[config.mk]
export PLATFORM = sky130hd
export DESIGN_NAME = circular_deque
export DESIGN_NICKNAME = d
export VERILOG_FILES = /design/src/rtl/cdq_pkg.sv /design/src/rtl/circular_deque.sv /design/src/rtl/cdq_ctrl.sv /design/src/rtl/cdq_dpath.sv
export SDC_FILE = /design/constraint.sdc
export NUM_CORES = 1
export LEC_CHECK = 0
export BUFFER_PORTS_ARGS = -buffer_cell sky130_fd_sc_hd__clkbuf_2
export CAP_MARGIN = 15
export CORE_AREA = 3 3 200 202
export CTS_CLUSTER_DIAMETER = 40
export CTS_CLUSTER_SIZE = 28
export DETAILED_ROUTE_END_ITERATION = 8
export DIE_AREA = 0 0 203 205
export PLACE_DENSITY_LB_ADDON = 0.12
export SYNTH_ARGS = -nofsm -noshare
export SYNTH_HDL_FRONTEND = slang
export SYNTH_SLANG_ARGS = --single-unit
[constraint.sdc]
create_clock -name clk -period 13 [get_ports clk]
set_input_delay 1.3 -clock clk [delete_from_list [all_inputs] [get_ports clk]]
set_output_delay 1.3 -clock clk [all_outputs]
set_load 0.005 [all_outputs]
[src/rtl/cdq_pkg.sv]
`default_nettype none
// ---------------------------------------------------------------------------
// cdq_pkg
// Shared types and codes for the circular deque: request codes, result
// status codes, controller states and the controller-to-datapath command.
// ---------------------------------------------------------------------------
package cdq_pkg;

  localparam int ValueW = 32;
  localparam int CapW   = 5;
  localparam int ReqW   = 2;
  localparam int StatW  = 2;

  localparam logic [ReqW-1:0] REQ_PUSH_REAR  = 2'd0;
  localparam logic [ReqW-1:0] REQ_PUSH_FRONT = 2'd1;
  localparam logic [ReqW-1:0] REQ_POP_REAR   = 2'd2;
  localparam logic [ReqW-1:0] REQ_POP_FRONT  = 2'd3;

  localparam logic [StatW-1:0] ST_DONE       = 2'd0;
  localparam logic [StatW-1:0] ST_FULL       = 2'd1;
  localparam logic [StatW-1:0] ST_EMPTY      = 2'd2;

  localparam logic [CapW-1:0] CAP_RESET      = 5'd16;

  typedef enum logic {
    S_IDLE,
    S_OUT
  } cdq_state_t;

  // Command from the controller to the datapath.
  typedef struct packed {
    logic accept;   // an item is taken at this edge
  } cdq_cmd_t;

endpackage : cdq_pkg
`default_nettype wire

[src/rtl/circular_deque.sv]
`default_nettype none
// ---------------------------------------------------------------------------
// circular_deque
// Double-ended queue held in a circular slot store of configurable capacity.
// ---------------------------------------------------------------------------
// Each item is a request to push at the rear or front, or pop from the rear
// or front, and gives exactly one result in the cycle after it is accepted. The
// slot store has a registered read port, so the result waits in that register
// and the result flags; a new item is taken in the same cycle the held result
// is taken, so with no output stall the block sustains one item per cycle.
// Writing cfg_wr_data sets the capacity in use (zero acts as one, values
// above DEPTH act as DEPTH) and empties the deque; write it only when idle.
// ---------------------------------------------------------------------------
module circular_deque
  import cdq_pkg::*;
#(
  parameter int DEPTH = 16
) (
  input  wire logic                     clk,
  input  wire logic                     rst_n,
  input  wire logic                     in_valid,
  output logic                          in_stall,
  input  wire logic [ReqW-1:0]          in_req_type,
  input  wire logic signed [ValueW-1:0] in_push_value,
  output logic                          out_valid,
  input  wire logic                     out_stall,
  output logic signed [ValueW-1:0]      out_popped_value,
  output logic [StatW-1:0]              out_status,
  output logic                          out_now_empty,
  output logic                          out_now_full,
  input  wire logic                     cfg_wr_en,
  input  wire logic [CapW-1:0]          cfg_wr_data
);

  cdq_cmd_t cmd;

  cdq_ctrl u_ctrl (
    .clk       (clk),
    .rst_n     (rst_n),
    .in_valid  (in_valid),
    .in_stall  (in_stall),
    .out_valid (out_valid),
    .out_stall (out_stall),
    .cmd       (cmd)
  );

  cdq_dpath #(
    .DEPTH (DEPTH)
  ) u_dpath (
    .clk          (clk),
    .rst_n        (rst_n),
    .cmd          (cmd),
    .cfg_wr_en    (cfg_wr_en),
    .cfg_wr_data  (cfg_wr_data),
    .req_type     (in_req_type),
    .push_value   (in_push_value),
    .popped_value (out_popped_value),
    .status       (out_status),
    .now_empty    (out_now_empty),
    .now_full     (out_now_full)
  );

endmodule : circular_deque
`default_nettype wire

[src/rtl/cdq_ctrl.sv]
`default_nettype none
// ---------------------------------------------------------------------------
// cdq_ctrl
// Handshake controller: tracks whether a result is held for the output
// channel and decides when an input item may be taken.
// ---------------------------------------------------------------------------
module cdq_ctrl
  import cdq_pkg::*;
(
  input  wire logic     clk,
  input  wire logic     rst_n,
  input  wire logic     in_valid,
  output logic          in_stall,
  output logic          out_valid,
  input  wire logic     out_stall,
  output cdq_cmd_t      cmd
);

  cdq_state_t state_r;
  cdq_state_t state_nxt;

  always_ff @(posedge clk) begin
    if (!rst_n) begin
      state_r <= S_IDLE;
    end else begin
      state_r <= state_nxt;
    end
  end

  // Next state.
  always_comb begin
    state_nxt = state_r;
    case (state_r)
      S_IDLE: begin
        if (in_valid) state_nxt = S_OUT;
      end
      S_OUT: begin
        if (!out_stall && !in_valid) state_nxt = S_IDLE;
      end
      default: state_nxt = S_IDLE;
    endcase
  end

  // Outputs. A new item may enter in the same cycle the held result leaves.
  always_comb begin
    in_stall   = 1'b0;
    out_valid  = 1'b0;
    case (state_r)
      S_IDLE: begin
        in_stall  = 1'b0;
        out_valid = 1'b0;
      end
      S_OUT: begin
        in_stall  = out_stall;
        out_valid = 1'b1;
      end
      default: begin
        in_stall  = 1'b1;
        out_valid = 1'b0;
      end
    endcase
    cmd.accept = in_valid && !in_stall;
  end

endmodule : cdq_ctrl
`default_nettype wire

[src/rtl/cdq_dpath.sv]
`default_nettype none
// ---------------------------------------------------------------------------
// cdq_dpath
// Deque datapath: capacity register, head and tail indices, empty flag,
// slot store with a registered read port, and the result registers.
// ---------------------------------------------------------------------------
module cdq_dpath
  import cdq_pkg::*;
#(
  parameter int DEPTH = 16
) (
  input  wire logic              clk,
  input  wire logic              rst_n,
  input  wire cdq_cmd_t          cmd,
  input  wire logic              cfg_wr_en,
  input  wire logic [CapW-1:0]   cfg_wr_data,
  input  wire logic [ReqW-1:0]   req_type,
  input  wire logic [ValueW-1:0] push_value,
  output logic [ValueW-1:0]      popped_value,
  output logic [StatW-1:0]       status,
  output logic                   now_empty,
  output logic                   now_full
);

  localparam int IW    = $clog2(DEPTH);
  localparam int XW    = ((IW > CapW) ? IW : CapW) + 1;
  localparam int DCLIP = (DEPTH > 31) ? 31 : DEPTH;
  localparam logic [CapW-1:0] CAP_MAX = CapW'(DCLIP);

  logic [CapW-1:0]   cap_r, cap_nxt;
  logic [IW-1:0]     head_r, head_nxt;
  logic [IW-1:0]     tail_r, tail_nxt;
  logic              empty_r, empty_nxt;
  logic [StatW-1:0]  status_r, status_nxt;
  logic              pop_ok_r, pop_ok_nxt;
  logic              res_empty_r;
  logic              res_full_r, res_full_nxt;
  logic [ValueW-1:0] rd_data_r;
  logic [ValueW-1:0] mem [DEPTH];

  logic [CapW-1:0]   cap_eff;
  logic [XW-1:0]     cap_x;
  logic [XW-1:0]     hx, tx;
  logic              full_now;
  logic              wr_en, rd_en;
  logic [IW-1:0]     wr_addr, rd_addr;

  function automatic logic [XW-1:0] step_up(input logic [XW-1:0] i,
                                            input logic [XW-1:0] cap);
    logic [XW-1:0] inc;
    inc = i + XW'(1);
    return (inc >= cap) ? '0 : inc;
  endfunction

  function automatic logic [XW-1:0] step_down(input logic [XW-1:0] i,
                                              input logic [XW-1:0] cap);
    return (i == '0 || i >= cap) ? cap - XW'(1) : i - XW'(1);
  endfunction

  // A capacity of zero behaves as one, and anything above the built depth
  // behaves as the depth.
  always_comb begin
    if (cap_r == '0) begin
      cap_eff = CapW'(1);
    end else if (cap_r > CAP_MAX) begin
      cap_eff = CAP_MAX;
    end else begin
      cap_eff = cap_r;
    end
    cap_x    = XW'(cap_eff);
    hx       = XW'(head_r);
    tx       = XW'(tail_r);
    full_now = !empty_r && (step_up(tx, cap_x) == hx);
  end

  always_comb begin
    cap_nxt    = cap_r;
    head_nxt   = head_r;
    tail_nxt   = tail_r;
    empty_nxt  = empty_r;
    status_nxt = ST_DONE;
    pop_ok_nxt = 1'b0;
    wr_en      = 1'b0;
    rd_en      = 1'b0;
    wr_addr    = '0;
    rd_addr    = (req_type == REQ_POP_REAR) ? tail_r : head_r;

    if (cfg_wr_en) begin
      // Writing the capacity empties the deque; slot contents stay.
      cap_nxt   = cfg_wr_data;
      head_nxt  = '0;
      tail_nxt  = '0;
      empty_nxt = 1'b1;
    end else if (cmd.accept) begin
      case (req_type)
        REQ_PUSH_REAR, REQ_PUSH_FRONT: begin
          if (full_now) begin
            status_nxt = ST_FULL;
          end else if (empty_r) begin
            head_nxt  = '0;
            tail_nxt  = '0;
            empty_nxt = 1'b0;
            wr_en     = 1'b1;
            wr_addr   = '0;
          end else if (req_type == REQ_PUSH_REAR) begin
            tail_nxt = IW'(step_up(tx, cap_x));
            wr_en    = 1'b1;
            wr_addr  = tail_nxt;
          end else begin
            head_nxt = IW'(step_down(hx, cap_x));
            wr_en    = 1'b1;
            wr_addr  = head_nxt;
          end
        end
        REQ_POP_REAR, REQ_POP_FRONT: begin
          if (empty_r) begin
            status_nxt = ST_EMPTY;
          end else begin
            rd_en      = 1'b1;
            pop_ok_nxt = 1'b1;
            if (head_r == tail_r) begin
              head_nxt  = '0;
              tail_nxt  = '0;
              empty_nxt = 1'b1;
            end else if (req_type == REQ_POP_REAR) begin
              tail_nxt = IW'(step_down(tx, cap_x));
            end else begin
              head_nxt = IW'(step_up(hx, cap_x));
            end
          end
        end
        default: status_nxt = ST_DONE;
      endcase
    end

    res_full_nxt = !empty_nxt &&
                   (step_up(XW'(tail_nxt), cap_x) == XW'(head_nxt));
  end

  always_ff @(posedge clk) begin
    if (!rst_n) begin
      cap_r   <= CAP_RESET;
      head_r  <= '0;
      tail_r  <= '0;
      empty_r <= 1'b1;
    end else begin
      cap_r   <= cap_nxt;
      head_r  <= head_nxt;
      tail_r  <= tail_nxt;
      empty_r <= empty_nxt;
    end
  end

  always_ff @(posedge clk) begin
    if (cmd.accept) begin
      status_r    <= status_nxt;
      pop_ok_r    <= pop_ok_nxt;
      res_empty_r <= empty_nxt;
      res_full_r  <= res_full_nxt;
    end
  end

  // Slot store with a registered read port.
  always_ff @(posedge clk) begin
    if (wr_en) begin
      mem[wr_addr] <= push_value;
    end
    if (rd_en) begin
      rd_data_r <= mem[rd_addr];
    end
  end

  assign popped_value = pop_ok_r ? rd_data_r : '0;
  assign status       = status_r;
  assign now_empty    = res_empty_r;
  assign now_full     = res_full_r;

endmodule : cdq_dpath
`default_nettype wire

==> results of run 1 <==
==> worst max-delay path, stage by stage (launching register included) <==
cell and delay (ns):
dfxtp_1 0.76, inv_1 0.30, ha_1 0.47, ha_1 0.31
nand2_1 0.05, o21ai_1 0.47, nand2_1 0.18, a221oi_2 0.50
a221oi_1 0.18, o31ai_1 0.52, and2_1 0.22, nor2_1 0.05
ha_1 0.26, inv_1 0.09, nand2_1 0.07, nand2_1 0.12
ha_1 0.24, nor2b_1 0.12, o21ai_0 0.22, a21o_1 0.22
nand3_1 0.09, o32ai_1 0.24, nor3b_1 0.08, a211oi_1 0.22
==> cell type report <==
| type | count | area (um2) | share of cell area [%] |
|---|---|---|---|
| timing repair buffer | 110 | 623.1 | 2.333 |
| clock inverter | 48 | 605.6 | 2.268 |
| clock buffer | 65 | 1541 | 5.772 |
| multi-input combinational | 667 | 6425 | 24.06 |
| sequential | 564 | 16790 | 62.86 |
| inverter | 20 | 75.07 | 0.2811 |
| tap | 518 | 648.1 | 2.427 |
==> sequential cells by signal, indices dropped and copies added, names as in the netlist, 2 cells and up <==
| register | count |
|---|---|
| u_dpath.tail_r | 4 |
| u_dpath.head_r | 4 |
| u_dpath.rd_data_r | 32 |
| u_dpath.cap_r | 5 |
| u_dpath.status | 2 |
| u_dpath.mem | 512 |
==> stage by stage <==
step                worst slack, ns  cells  power, mW
finish                        6.829   1992      3.886
global route                  6.516   1992      3.996
CTS                           6.911   1992      3.916
detailed placement            6.986   1879      2.152
global placement              6.840   1879      2.149
floorplan                     7.155   1322      2.101
==> synth_stat cells (3+ instances only) <==
cell      number  share of area [%]
ha_1          31                1.7
mux2i_1        7               0.30
a21oi_1       19               0.41
nor3_1        15               0.32
xor2_1         8               0.30
o221ai_1       3               0.11
buf_2         13               0.28
and2_0         3              0.080
nor2b_1        5               0.13
a21o_1         8               0.26
o41ai_1        3               0.11
or3_1         10               0.27
a311oi_1       3               0.11
nor2_1        55               0.88
o31ai_1        4               0.13
inv_1         18               0.29
o21ai_0       21               0.45
mux4_2       128                 12
nand2_1      107                1.7
a211oi_1      35                1.1
buf_1         13               0.21
and3_1         3              0.080
xnor2_1        5               0.19
o21ai_1        4              0.086
and2_1        71                1.9
or2_2          3              0.080
nand2b_1       6               0.16
edfxtp_1     549                 70
clkbuf_1      43               0.69
o211ai_1       4               0.13
nand3_1       12               0.26
o32ai_1        3               0.11
a31oi_1       41                1.1
o21a_1         7               0.22
dfxtp_1       15                1.3
==> placed cells by master, fill, tap and decap left out, types with 29 or more instances in the layout <==
cell type / Yosys / layout
edfxtp_1: 549 / 549
mux4_2: 128 / 128
nand2_1: 107 / 106
clkbuf_2: 0 / 81
and2_1: 71 / 71
clkbuf_16: 0 / 61
a31oi_1: 41 / 41
nor2_1: 55 / 39
a211oi_1: 35 / 35
ha_1: 31 / 31
buf_4: 0 / 29
==> routing by layer <==
layer,vias to the layer above,part of all wire [%]
met5,-,0.020
met4,2,2.2
met3,87,7.2
met2,547,49
met1,6655,42
li1,5562,-
==> how the worst max path moves through the flow <==
stage	from	endpoint	slack (ns)	cells after the start
after CTS	u_dpath.tail_r[0]	u_dpath.now_full	6.91	22
after global placement	u_dpath.tail_r[0]	u_dpath.now_full	6.84	22
after floorplan	u_dpath.tail_r[0]	u_dpath.mem[0][0]	7.15	12
final	u_dpath.tail_r[0]	u_dpath.now_full	6.83	23
after detailed placement	u_dpath.tail_r[0]	u_dpath.now_full	6.99	21
after global routing	u_dpath.tail_r[0]	u_dpath.now_full	6.52	24
==> logic make-up (layout without fill, tap and decap cells) <==
| family | after synthesis | in the layout | synth area share, % |
|---|---|---|---|
| xor+xnor | 13 | 13 | 0.4864 |
| mux | 135 | 135 | 12.61 |
| simple gates | 301 | 301 | 6.269 |
| buf+inv | 91 | 243 | 1.593 |
| flops | 564 | 564 | 71.70 |
| fa+ha+maj | 31 | 31 | 1.657 |
| compound gates | 187 | 187 | 5.676 |
==> power by group through the flow <==
| stage | clock [mW] | combinational, mW | sequential [mW] |
|---|---|---|---|
| detailed placement | 0 | 0.108 | 2.04 |
| global route | 1.87 | 0.120 | 2.00 |
| finish | 1.77 | 0.109 | 2.00 |
| CTS | 1.80 | 0.109 | 2.00 |
| global placement | 0 | 0.106 | 2.04 |
| floorplan | 0 | 0.0590 | 2.04 |
==> impl_metrics.env, run 1 <==
export IMPL_crit_arrival_ns=6.61
export IMPL_hold_viol_final=0
export IMPL_worstSetupPathType="flop to flop"
export IMPL_hold_start="u_dpath.cap_r[2]"
export IMPL_areaGrowthSynthToFinish_pct=14.07
export IMPL_grt_pass1_vias=13010
export IMPL_ant_nets=0
export IMPL_core_rowCount=72
export IMPL_met2_usage_pct=42.16
export IMPL_numPortBuffers=81
export IMPL_via_count=12850
export IMPL_max_freq_ghz=0.1620
export IMPL_clk_pin_slew_ns=0.06
export IMPL_diodes=0
export IMPL_p_comb_share_pct=2.8
export IMPL_drive_gt1_share_pct=25.71
export IMPL_power_frac_seq_pct=51.6
export IMPL_initial_core_util_pct=60.86
export IMPL_synth_seq_cells=564
export IMPL_fin_worst_skew_ns=0.03787
export IMPL_setup_viol=0
export IMPL_swShare_pct=22.19
export IMPL_reg2reg_from="u_dpath.tail_r[0]"
export IMPL_die_area_mm2=0.04162
export IMPL_fp_coreArea_mm2=0.03847
export IMPL_cap_violations=0
export IMPL_drc=0
export IMPL_yosys_warnings=0
export IMPL_htreeDepth=2
export IMPL_drv_slew=0
export IMPL_worst_pin_slew_ns=1.007
export IMPL_pwr_share_clk_pct=45.6
export IMPL_relSlewSlack_pct=32.00
export IMPL_status="finished clean"
export IMPL_clock_sinks=564
export IMPL_grt_max_degree=68
export IMPL_finalSetupTns_ns=0
export IMPL_die_x_um=203
export IMPL_grt_overflow_total=0
export IMPL_endpoint_kind="flop"
export IMPL_holdPathStages=2
export IMPL_busiest_layer="met2"
export IMPL_r2r_slack_ns=6.83
export IMPL_clock_tree_root_cell="clkbuf_16"
export IMPL_post_route_util_pct=69.42
export IMPL_grt_met3_usage_pct=4.449
export IMPL_numCtsBuffers=61
export IMPL_syn_nets=1397
export IMPL_whs_ns=0.5622
export IMPL_critPathLaunchType="flop"
export IMPL_io_pins=82
export IMPL_nets=1499
export IMPL_viasPerCell=6.452
export IMPL_groute_usage_overall_pct=26.49
export IMPL_synth_seq_area_share_pct=71.70
export IMPL_max_vdd_ir_drop_mv=0.1154
export IMPL_clock_latency_ns=0.64
export IMPL_r2r_end="u_dpath.now_full"
export IMPL_crit_required_ns=13.44
export IMPL_syn_area_per_cell_um2=17.71
export IMPL_hold_path_class="flop to flop"
export IMPL_hpwl_um=29390
export IMPL_grt_pass1_wl_um=81220
export IMPL_postCtsSetupBuffers=0
export IMPL_design_area_mm2=0.02670
export IMPL_avgRoutedWirePerCell_um=27.05
export IMPL_switchingPower_mw=0.8624
export IMPL_die_h_um=205
export IMPL_min_period_ns=6.171
export IMPL_synth_ff_type="edfxtp_1"
export IMPL_cts_tree="built"
export IMPL_p_per_area_mw_per_mm2=145.5
export IMPL_clock_path_buffers=3
export IMPL_r2r_cells=23
export IMPL_fillerInstances=2518
export IMPL_p_leak_nw=8.987
export IMPL_path_max_fanout=14
export IMPL_finalCritPeriodShare_pct=47.47
export IMPL_rsz0062_at_grt="false"
export IMPL_drt_iter0_drc=1134
export IMPL_ys_types=70
export IMPL_dpl_cell_area_mm2=0.02456
export IMPL_holdPathEnd="u_dpath.cap_r[2]"
export IMPL_synthArstFlopShare_pct=0
export IMPL_cts_hold_buf=0
export IMPL_syn_area_mm2=0.02341
export IMPL_dr_pass1_iters=5
export IMPL_use_met1_pct=38.68
export IMPL_p_int_mw=3.023
export IMPL_synth_edff_count=549
export IMPL_synthCells=1322
export IMPL_antenna_found_initial=1
export IMPL_routed_wl_um=53890
export IMPL_place_congestion=0.9174
export IMPL_cts_resized=0
No activity file was read; power rests on OpenSTA's default activity.
==> inputs of run 2 (changes only) <==
--- a/config.mk
+++ b/config.mk
@@ -7,11 +7,11 @@
 export LEC_CHECK = 0
 export BUFFER_PORTS_ARGS = -buffer_cell sky130_fd_sc_hd__clkbuf_2
 export CAP_MARGIN = 15
-export CORE_AREA = 3 3 200 202
+export CORE_AREA = 3 3 209 211
 export CTS_CLUSTER_DIAMETER = 40
 export CTS_CLUSTER_SIZE = 28
 export DETAILED_ROUTE_END_ITERATION = 8
-export DIE_AREA = 0 0 203 205
+export DIE_AREA = 0 0 212 214
 export PLACE_DENSITY_LB_ADDON = 0.12
 export SYNTH_ARGS = -nofsm -noshare
 export SYNTH_HDL_FRONTEND = slang
==> constraint.sdc (replaced) <==
create_clock -name clk -period 5.05 [get_ports clk]
set_input_delay 0.505 -clock clk [delete_from_list [all_inputs] [get_ports clk]]
set_output_delay 0.505 -clock clk [all_outputs]
set_load 0.005 [all_outputs]
==> impl_metrics.env, run 2 (synthesis gave the netlist of run 1 again) <==
export IMPL_totalPowerFinal_mw=10.42
export IMPL_grt_pass1_wl_um=84200
export IMPL_crit_required_ns=5.47
export IMPL_path_max_fanout=5
export IMPL_dr_pass1_iters=5
export IMPL_r2r_end="u_dpath.now_full"
export IMPL_cts_hold_buf=0
export IMPL_holdPathStages=3
export IMPL_clock_sinks=564
export IMPL_cap_violations=0
export IMPL_swShare_pct=22.93
export IMPL_p_comb_share_pct=3.2
export IMPL_via_count=13130
export IMPL_hold_start="cfg_wr_data[4]"
export IMPL_drt_iter0_drc=1138
export IMPL_pwr_share_clk_pct=47.3
export IMPL_die_area_mm2=0.04537
export IMPL_r2r_slack_ns=0.20
export IMPL_worstSetupPathType="flop to flop"
export IMPL_io_pins=82
export IMPL_clock_path_buffers=3
export IMPL_hpwl_um=33180
export IMPL_r2r_cells=24
export IMPL_final_common_cell="edfxtp_1"
export IMPL_holdPathEnd="u_dpath.cap_r[4]"
export IMPL_hold_viol_final=0
export IMPL_viasPerCell=6.215
export IMPL_grt_max_degree=49
export IMPL_grt_pass1_vias=13360
export IMPL_worst_pin_slew_ns=1.110
export IMPL_grt_overflow_total=0
export IMPL_hold_path_class="input pin to flop"
export IMPL_finalCritPeriodShare_pct=95.97
export IMPL_avgRoutedWirePerCell_um=26.40
export IMPL_post_route_util_pct=66.54
export IMPL_p_leak_nw=9.589
export IMPL_drv_slew=0
export IMPL_drive_gt1_share_pct=31.36
export IMPL_power_frac_seq_pct=49.5
export IMPL_reg2reg_from="u_dpath.tail_r[0]"
export IMPL_place_congestion=0.8970
export IMPL_critPathLaunchType="flop"
export IMPL_ant_nets=0
export IMPL_endpoint_kind="flop"
export IMPL_numCtsBuffers=70
export IMPL_p_per_area_mw_per_mm2=373.2
export IMPL_regMostFlops="u_dpath.mem"
export IMPL_antenna_found_initial=2
export IMPL_die_h_um=214
export IMPL_relSlewSlack_pct=24.39
export IMPL_drc=0
export IMPL_max_freq_ghz=0.2063
export IMPL_reg_top3="u_dpath.mem (512), u_dpath.rd_data_r (32), u_dpath.cap_r (5)"
export IMPL_clk_pin_slew_ns=0.06
export IMPL_setup_viol=0
export IMPL_switchingPower_mw=2.389
export IMPL_nets=1592
export IMPL_fin_worst_skew_ns=0.04724
export IMPL_max_vdd_ir_drop_mv=0.3107
export IMPL_groute_usage_overall_pct=25.13
export IMPL_status="finished clean"
export IMPL_htreeDepth=3
export IMPL_die_x_um=212
export IMPL_crit_arrival_ns=5.27
export IMPL_cts_tree="built"
export IMPL_min_period_ns=4.846
export IMPL_p_int_mw=8.028
export IMPL_core_rowCount=75
export IMPL_routed_wl_um=55780
export IMPL_numPortBuffers=81
export IMPL_fp_coreArea_mm2=0.04195
export IMPL_largest_register_ffs=512
export IMPL_initial_core_util_pct=55.81
export IMPL_areaGrowthSynthToFinish_pct=19.22
export IMPL_clock_latency_ns=0.60
export IMPL_clock_tree_root_cell="clkbuf_16"
export IMPL_layout_common_cells="549 x edfxtp_1, 128 x mux4_2, 105 x nand2_1"
==> run 2: cell types whose count changed in the layout (fill, tap and decap cells not counted), sizes merged <==
cell,before,now
bufinv,4,1
inv,37,42
clkinv,22,25
diode,0,2
clkbuf,146,155
buf,29,113
==> run 2: area by class of cell <==
| class | count | area, um2 |
|---|---|---|
| clock inverters | 53 | 605.6 |
| well taps | 539 | 674.4 |
| multi-input cells | 667 | 6534 |
| fillers | 2817 | 14040 |
| clock buffers | 74 | 1767 |
| inverters | 20 | 75.07 |
| diodes | 2 | 5.005 |
| flip-flops and latches | 564 | 16790 |
| repair buffers | 194 | 1458 |
==> run 2: critical path: stages, from the launching register on <==
cell and delay (ns):
dfxtp_2 0.33, ha_2 0.20, xnor2_2 0.16, inv_1 0.06, ha_1 0.31, a21oi_2 0.18
o21ai_4 0.11, a211o_1 0.33, a221o_2 0.44, nor4_2 0.31, o31ai_1 0.15, and2_1 0.22
nor2_1 0.11, ha_1 0.20, inv_1 0.06, nand2_1 0.07, nand2_1 0.06, ha_1 0.27
nor2b_1 0.13, o21ai_1 0.15, a21o_1 0.18, nand3_1 0.11, o32ai_2 0.25, nor3b_2 0.07
a211oi_1 0.21
==> run 2: layer usage <==
layer / up-vias / track usage (%) / part of all wire (%)
met2: 485 / 40.15 / 49
met5: - / 0 / 0.014
met4: 2 / 6.676 / 2.3
li1: 5765 / - / -
met3: 101 / 4.774 / 6.8
met1: 6779 / 36.21 / 42
==> run 2: what timing repair did <==
item	in CTS	in global routing
setup endpoints to repair	1	20
hold endpoints to repair	0	0
buffers inserted	0	8
pin swaps	0	4
resized for setup	1	24
==> run 2: power groups by stage <==
stage / Sequential [mW] / Combinational, mW / Clock, mW
after floorplan: 5.26 / 0.152 / 0
after global placement: 5.25 / 0.314 / 0
after detailed placement: 5.25 / 0.317 / 0
after CTS: 5.15 / 0.319 / 5.03
after global routing: 5.15 / 0.361 / 5.22
final: 5.16 / 0.330 / 4.93
==> run 2: worst max path at each step <==
stage                            from                 end  slack, ns  depth (start not counted)
floorplan           u_dpath.tail_r[0]  u_dpath.mem[12][0]       0.09                         12
global placement     u_dpath.cap_r[1]    u_dpath.now_full       0.10                         25
detailed placement   u_dpath.cap_r[1]    u_dpath.now_full      -0.03                         25
CTS                  u_dpath.cap_r[1]    u_dpath.now_full       0.07                         25
global route         u_dpath.cap_r[2]    u_dpath.now_full      -0.07                         24
finish              u_dpath.tail_r[0]    u_dpath.now_full       0.20                         24
==> run 2: through the flow <==
step	instances	TNS, ns	area (um2)	setup slack [ns]	hold slack (ns)
after floorplan	1322	0	23420	0.09364	0.4940
after global placement	1976	0	25360	0.1046	0.5250
after detailed placement	1976	-0.02900	25360	-0.02900	0.5428
after CTS	2103	0	27740	0.06745	0.1001
after global routing	2111	-0.07120	27900	-0.07120	0.1192
final	2113	0	27910	0.2037	0.1302
==> inputs of run 3 (changes only) <==
--- a/config.mk
+++ b/config.mk
@@ -12,6 +12,7 @@
 export CTS_CLUSTER_SIZE = 28
 export DETAILED_ROUTE_END_ITERATION = 8
 export DIE_AREA = 0 0 212 214
+export MAX_ROUTING_LAYER = met4
 export PLACE_DENSITY_LB_ADDON = 0.12
 export SYNTH_ARGS = -nofsm -noshare
 export SYNTH_HDL_FRONTEND = slang
==> impl_metrics.env, run 3 (synthesis gave the netlist of run 1 again) <==
export IMPL_min_period_ns=4.788
export IMPL_die_area_mm2=0.04537
export IMPL_fp_coreArea_mm2=0.04195
export IMPL_via_count=13120
export IMPL_path_max_fanout=6
export IMPL_max_freq_ghz=0.2088
export IMPL_worst_pin_slew_ns=1.076
export IMPL_crit_family="compound AO/OA/AOI/OAI gates"
export IMPL_final_common_cell="edfxtp_1"
export IMPL_routed_wl_um=56510
export IMPL_layout_common_cells="549 x edfxtp_1, 128 x mux4_2, 106 x nand2_1"
export IMPL_die_h_um=214
export IMPL_antenna_found_initial=1
export IMPL_grt_overflow_total=0
export IMPL_clock_tree_root_cell="clkbuf_16"
export IMPL_cts_tree="built"
export IMPL_regMostFlops="u_dpath.mem"
export IMPL_p_per_area_mw_per_mm2=382.2
export IMPL_numPortBuffers=81
export IMPL_dr_pass1_iters=5
export IMPL_areaGrowthSynthToFinish_pct=20.26
export IMPL_totalPowerFinal_mw=10.76
export IMPL_drt_iter0_drc=1118
export IMPL_clock_sinks=564
export IMPL_status="finished clean"
export IMPL_htreeDepth=3
export IMPL_groute_usage_overall_pct=26.33
export IMPL_initial_core_util_pct=55.81
export IMPL_clk_pin_slew_ns=0.05
export IMPL_cpPeakStageDelay_ns=0.45
export IMPL_io_pins=82
export IMPL_largest_register_ffs=512
export IMPL_crit_required_ns=5.46
export IMPL_avgRoutedWirePerCell_um=26.62
export IMPL_crit_arrival_ns=5.20
export IMPL_grt_pass1_vias=13640
export IMPL_max_vdd_ir_drop_mv=0.3413
export IMPL_reg_top3="u_dpath.mem (512), u_dpath.rd_data_r (32), u_dpath.cap_r (5)"
export IMPL_cts_hold_buf=0
export IMPL_core_rowCount=75
export IMPL_clock_latency_ns=0.60
export IMPL_numCtsBuffers=70
export IMPL_viasPerCell=6.179
export IMPL_fillerInstances=2830
export IMPL_r2r_slack_ns=0.26
export IMPL_place_congestion=0.9342
export IMPL_drc=0
export IMPL_diodes=0
export IMPL_cp_buffers_inverters=2
export IMPL_ant_nets=0
export IMPL_cap_violations=0
export IMPL_hold_path_class="input pin to flop"
export IMPL_setup_viol=0
export IMPL_hold_viol_final=0
export IMPL_hpwl_um=34010
export IMPL_worstSetupPathType="flop to flop"
export IMPL_drv_slew=0
export IMPL_relSlewSlack_pct=26.75
export IMPL_post_route_util_pct=67.11
export IMPL_nets=1602
export IMPL_fin_worst_skew_ns=0.02565
export IMPL_critPathLaunchType="flop"
export IMPL_endpoint_kind="flop"
export IMPL_cpMaxStageDelayCell="a221o_2"
export IMPL_drive_gt1_share_pct=31.69
export IMPL_whs_ns=0.1478
export IMPL_clock_path_buffers=3
export IMPL_finalCritPeriodShare_pct=94.82
export IMPL_grt_pass1_wl_um=85350
export IMPL_grt_max_degree=33
export IMPL_p_leak_nw=9.714
export IMPL_die_x_um=212
export IMPL_path_cells="ha_4 > xnor2_2 > inv_1 > ha_1 > a21oi_2 > o21ai_4 > a211o_1 > a221o_2 > nor4_4 > o31ai_2 > and2_1 > nor2_1 > ha_2 > inv_1 > nand2_1 > nand2_1 > ha_1 > nor2b_1 > o21ai_2 > a21o_1 > nand3_1 > o32ai_2 > nor3b_2 > a211oi_1"
==> run 3: cell types whose count changed in the layout (fill, tap and decap cells not counted), sizes merged <==
cell	delta
diode	-2
bufinv	+11
clkinv	-2
inv	-6
buf	+10
clkinvlp	-1
==> run 3: routing by layer <==
metal	part of all wire [%]	global-route usage [%]
met1	41	35.79
met4	1.9	6.497
met2	50	41.61
met3	7.3	5.375
met5	0	-
==> run 3: area by class of cell <==
cell class,count,area (um2),area share (%)
clock buffers,74,1767,6.276
clock inverters,55,734.5,2.609
flip-flops and latches,564,16790,59.64
well taps,539,674.4,2.396
multi-input cells,667,6546,23.25
repair buffers,204,1567,5.564
inverters,20,75.07,0.2667
==> run 3: worst paths after layout <==
kind | to | cells after the start | start
worst max-delay path | u_dpath.now_full | 24 | u_dpath.tail_r[0]
worst min-delay path | u_ctrl.state_r | 2 | in_valid
worst max register to register | u_dpath.now_full | 24 | u_dpath.tail_r[0]
worst min register to register | u_dpath.cap_r[0] | 2 | u_dpath.cap_r[0]
==> run 3: metrics by stage <==
stage	setup TNS [ns]	std cells	instance area [um2]	setup WS, ns
6_report	0	2123	28150	0.2618
5_1_grt	-0.02342	2123	28150	-0.02342
4_1_cts	0	2121	28020	0.0008971
3_5_place_dp	-0.04941	1992	25520	-0.04941
3_3_place_gp	0	1992	25520	0.1001
2_1_floorplan	0	1322	23420	0.09364
==> run 3: worst register-to-register path, cell delays in order (launching register included) <==
cell      delay, ns
dfxtp_2        0.35
ha_4           0.17
xnor2_2        0.14
inv_1          0.06
ha_1           0.30
a21oi_2        0.18
o21ai_4        0.11
a211o_1        0.38
a221o_2        0.45
nor4_4         0.32
o31ai_2        0.12
and2_1         0.19
nor2_1         0.11
ha_2           0.21
inv_1          0.05
nand2_1        0.07
nand2_1        0.06
ha_1           0.27
nor2b_1        0.14
o21ai_2        0.14
a21o_1         0.17
nand3_1        0.11
o32ai_2        0.23
nor3b_2        0.08
a211oi_1       0.21
==> run 3: what timing repair did <==
action	4_1_cts	5_1_grt
buffers inserted	0	2
endpoints found under the setup margin	1	1
pin swaps	0	3
resized for setup	1	22
hold endpoints to repair	0	0
==> run 3: power breakdown <==
group	internal (mW)	total (mW)	switching [mW]
logic	0.121	0.330	0.210
clock network	3.24	5.27	2.04
registers	5.15	5.16	0.00617
